--- src/rtl/vpa_ram.sv ---
// Generic single-port-write, single-port-read RAM with a registered read.
// Stand-alone; used for the cell store of the voxel point accumulator.
`default_nettype none

module vpa_ram #(
  parameter int WIDTH = 8,
  parameter int DEPTH = 16
) (
  input  wire logic                     clk,
  input  wire logic                     we,
  input  wire logic [$clog2(DEPTH)-1:0] waddr,
  input  wire logic [WIDTH-1:0]         wdata,
  input  wire logic                     re,
  input  wire logic [$clog2(DEPTH)-1:0] raddr,
  output logic      [WIDTH-1:0]         rdata
);

  logic [WIDTH-1:0] mem [DEPTH];

  always_ff @(posedge clk) begin
    if (we) begin
      mem[waddr] <= wdata;
    end
    if (re) begin
      rdata <= mem[raddr];
    end
  end

endmodule

`default_nettype wire

--- config.mk ---
export PLATFORM = sky130hd
export DESIGN_NAME = vpa_ram
export DESIGN_NICKNAME = d
export VERILOG_FILES = /design/src/rtl/vpa_ram.sv
export SDC_FILE = /design/constraint.sdc
export NUM_CORES = 1
export LEC_CHECK = 0
export BUFFER_PORTS_ARGS = -buffer_cell sky130_fd_sc_hd__buf_2
export CORE_AREA = 2 2 103 180
export CTS_BUF_LIST = sky130_fd_sc_hd__clkbuf_4 sky130_fd_sc_hd__clkbuf_8
export DETAILED_ROUTE_END_ITERATION = 12
export DIE_AREA = 0 0 105 182
export PLACE_DENSITY = 0.48
export SLEW_MARGIN = 25
export SYNTH_ARGS = -nofsm -noshare
export SYNTH_HDL_FRONTEND = slang
export SYNTH_SLANG_ARGS = --single-unit
--- constraint.sdc ---
create_clock -name clk -period 2.25 [get_ports clk]
set_input_delay 0.3375 -clock clk [delete_from_list [all_inputs] [get_ports clk]]
set_output_delay 0.3375 -clock clk [all_outputs]
set_load 0.005 [all_outputs]
Yosys cells after proc, flatten, opt, wreduce, memory -nomap -nowiden
Memories as Yosys holds them, arrays and structs flattened. A register that Yosys moved wholly into a read port is not among the register bits.
Cells that the tools add are included.
- bits in registers: 0
- bits in latches: 0
- RAM bits: 128
- ROM bits: 0
- input port bits: 19
- output and inout bits: 8
- word-level logic and storage cells: 3
- memories kept: 1
- memories (name ; words ; bits a word ; rd ports ; clocked after Yosys merged registers in ; write ports ; line ; text):
    mem ; 16 ; 8 ; 1 ; 1 ; 1 ; 18 ; logic [WIDTH-1:0] mem [DEPTH];
- $add $sub $neg: 0
- multiply operators: 0
- divide/modulo/power cells: 0
- $lt $le $gt $ge: 0
- equality and inequality tests: 0
- shifts and indexed selects: 0
- mux-type cells: 2
- bitwise logic cells: 0
- reductions and logical operators: 0
- operators with widths (cell ; count):
    $mux 1 ; 2

Longest topological paths before layout
- depth in word-level cells: 2
- mapped depth: 5
- depth with buffers taken out: 3

Worst setup path before layout
OpenSTA, ideal clock, no wires.
- path kind: input -> register
- start point: in waddr[2]
- end point: mem mem[0][0] (enable)
- library setup time: 0.383 ns
- arrival: 1.447 ns
- data required time: 1.867 ns
- slack: 0.420 ns
- stages: 2
- buffers on the path: 0
- path through: or3b_2 > nor3_1
- RTL lines (element ; line ; text):
    start, declared ; 11 ; input wire logic [$clog2(DEPTH)-1:0] waddr,
    end, declared ; 18 ;
Straight into the memory's write port.

==> summary.md <==
| Metric | Value |
|---|---|
| Root Driver | clkbuf_8 |
| CTS Buffer Depth | 2 |
| Die height | approximately 180 µm |
| Fmax | 664.2 MHz |
| Cell Pwr Density | 834.9 nW/µm² |
| Vias in the first global route | between 2000 and 3000 |
| # setup viols final | 0 |
| Slew Viols, Final | 0 |
| Clock skew | roughly 8.5 ps |
| Grt ovf | 0 |
| # DRC | 0 |
| Filler cells | 1730 |
| Site Rows | 65 |
| HPWL after detailed placement | between 7 and 8 mm |
| GRT Overall Usage | about an eighth |
| Clk slew on worst S/H paths | 80 ps |
| Crit path setup slack, layout | ~740 ps |
| Vias per cell | approximately 4.6 |
| Final nets | around 300 |
| Mapped Nets | approximately 250 |
| Drt total wl | 10.65 mm |
| Met3 Wirelength | 266 µm |
| Mapped Area | ~5200 µm² |
| Initial Util | 29.48% |
| Core area | roughly 18000 µm² |
| Status | finished, final reports clean |
| Flop and latch count out of synthesis | roughly 140 |
| Post-synthesis sequential area ratio | roughly four fifths |
| CTS sink count | around 140 |
| Setup TNS | 0 ps |
| Routed metal-1 wirelength | roughly 4.3 mm |
| DP Area | 5747 µm² |
| Initial antenna violation count | 0 |
| Peak supply drop | around 330 µV |
| DR pass1 iterations | 4 |
| Setup crit start kind | input pin |
| Post-route minimum period | roughly 1500 ps |
| Synth unique cells | 18 |
| Placement Setup Slack | 292.0 ps |
| Setup CP Type | in2reg |
| Gate Count Post-Synth | ~230 |
| Finished Cell Area | a little over 6000 µm² |
| Critical Path AT | around 1700 ps |
| First-pass GRT wire length | 16.39 mm |
| Via Count | roughly 2400 |
| Syn_area_per_cell | between 20 and 25 µm² |
| GP Congestion | between 0.7 and 0.8 |
| CTS Buf Count | 17 |
| Post-DRT Antenna Nets | 0 |
| CP required | around 2400 ps |
| Clk_lat worst skew | about 430 ps |
| Max-cap check violation count | 0 |
| Ant diodes | 0 |
| Actual slew at the worst max-slew pin | ~420 ps |
| Max_slew headroom | 72.22% |
| Pleak | 2.030 nW |
| Yosys warns | 0 |
| Post-CTS sizing | 0 |
| First DRT Iteration DRCs | about 130 |
| CP Max Fanout | 32 |
| Crit. End Element | flip-flop |
| Min-delay worst type | in2reg |
| Commonest non-fill, non-tap cell in the layout | edfxtp_1 |
| Share of layout cells above drive strength 1 | 32.32% |
| Die Footprint | roughly 19000 µm² |
| Setup Buffers After CTS | 0 |
| I/O Pins | 27 |
| TritonCTS clock tree | built |
| Count of final hold-check violations | 0 |
| RSZ-0062 raised after global routing | no |
| Largest net degree at the start of global routing | 33 |
| Synth-to-Final Area Change | 17.52% |
| Met2 Wirelength | a little under 6 mm |
| PortBufs | 26 |
| Most frequent cells in the layout | 136 x edfxtp_1, 26 x buf_2, 19 x buf_4 |
| Htree depth | 4 |
| Avg WL per Cell | 20.06 µm |
| Hold bufs inserted after CTS | 0 |
| Tcrit/Tclk final | around two thirds |
| Die X | 105 µm |
| Max layer used | met4 |
[power by group]
group,total (mW),internal (mW),leakage (nW),switching (mW)
Combinational,0.261,0.113,0.594,0.148
Sequential,2.87,2.85,1.24,0.0148
Clock,2.00,1.10,0.199,0.907
[cells by family (layout without fill, tap and decap cells)]
logic type | Yosys count | in the layout | share of synthesized area, %
simple gates | 35 | 35 | 3.136
buf+inv | 10 | 78 | 1.651
flops | 136 | 136 | 78.12
mux | 32 | 32 | 14.79
compound gates | 16 | 16 | 2.298
[worst max-delay path, cell delays in order]
cell and delay, ps:
buf_2 110, buf_12 240, mux4_1 590, a22oi_1 270, nand2_1 90
[final cells by class]
class                           count  area (µm²)  area share, %
Sequential cell                   136        4084          66.48
Clock buffer                       18       241.5          3.931
Timing Repair Buffer               47       312.8          5.092
Clock inverter                     13       155.1          2.525
Multi-Input combinational cell     83        1057          17.21
Tap cell                          234       292.8          4.766
[worst paths after layout]
kind         depth (start not counted)                 from  slack (ps)                  to
max reg2reg                          3  mem[5][2]$_DFFE_PP_         750  rdata[2]$_DFFE_PP_
min reg2reg                          3  mem[7][3]$_DFFE_PP_         750  rdata[3]$_DFFE_PP_
max                                  5             raddr[0]         740  rdata[2]$_DFFE_PP_
min                                  1                   re         280  rdata[7]$_DFFE_PP_
[cells in the mapped netlist]
| cell | number | area share (%) |
|---|---|---|
| mux4_2 | 18 | 7.8 |
| buf_4 | 1 | 0.14 |
| buf_6 | 3 | 0.65 |
| nand2b_1 | 2 | 0.24 |
| buf_2 | 3 | 0.29 |
| nor3_1 | 4 | 0.38 |
| nand3b_1 | 2 | 0.29 |
| edfxtp_1 | 136 | 78 |
| nor2_1 | 13 | 0.93 |
| and2b_1 | 1 | 0.14 |
| and2_1 | 1 | 0.12 |
| clkdlybuf4s25_2 | 3 | 0.57 |
| nand2_1 | 9 | 0.65 |
| nand3_1 | 1 | 0.096 |
| nor2b_1 | 1 | 0.12 |
| or3b_2 | 1 | 0.17 |
| mux4_1 | 14 | 7.0 |
| a22oi_1 | 16 | 2.3 |
[sequential cells by signal, summed over array words and instances, names as in the netlist]
| register | cells |
|---|---|
| mem | 128 |
| rdata | 8 |
[metal layers]
metal,vias to the layer above,track usage (%)
met5,-,0
met4,0,5.440
met3,11,2.261
met2,53,21.58
met1,1281,13.38
li1,1093,-
[per-stage QoR]
step,instances,utilization (%),power (mW),hold slack [ps]
floorplan,229,-,3.063,436.4
global route,531,34.65,5.316,263.0
detailed placement,500,32.41,3.194,731.4
global placement,500,32.41,3.187,728.2
CTS,531,34.65,5.193,273.6
finish,531,34.65,5.129,283.8
(Power assumes the default switching activity.)
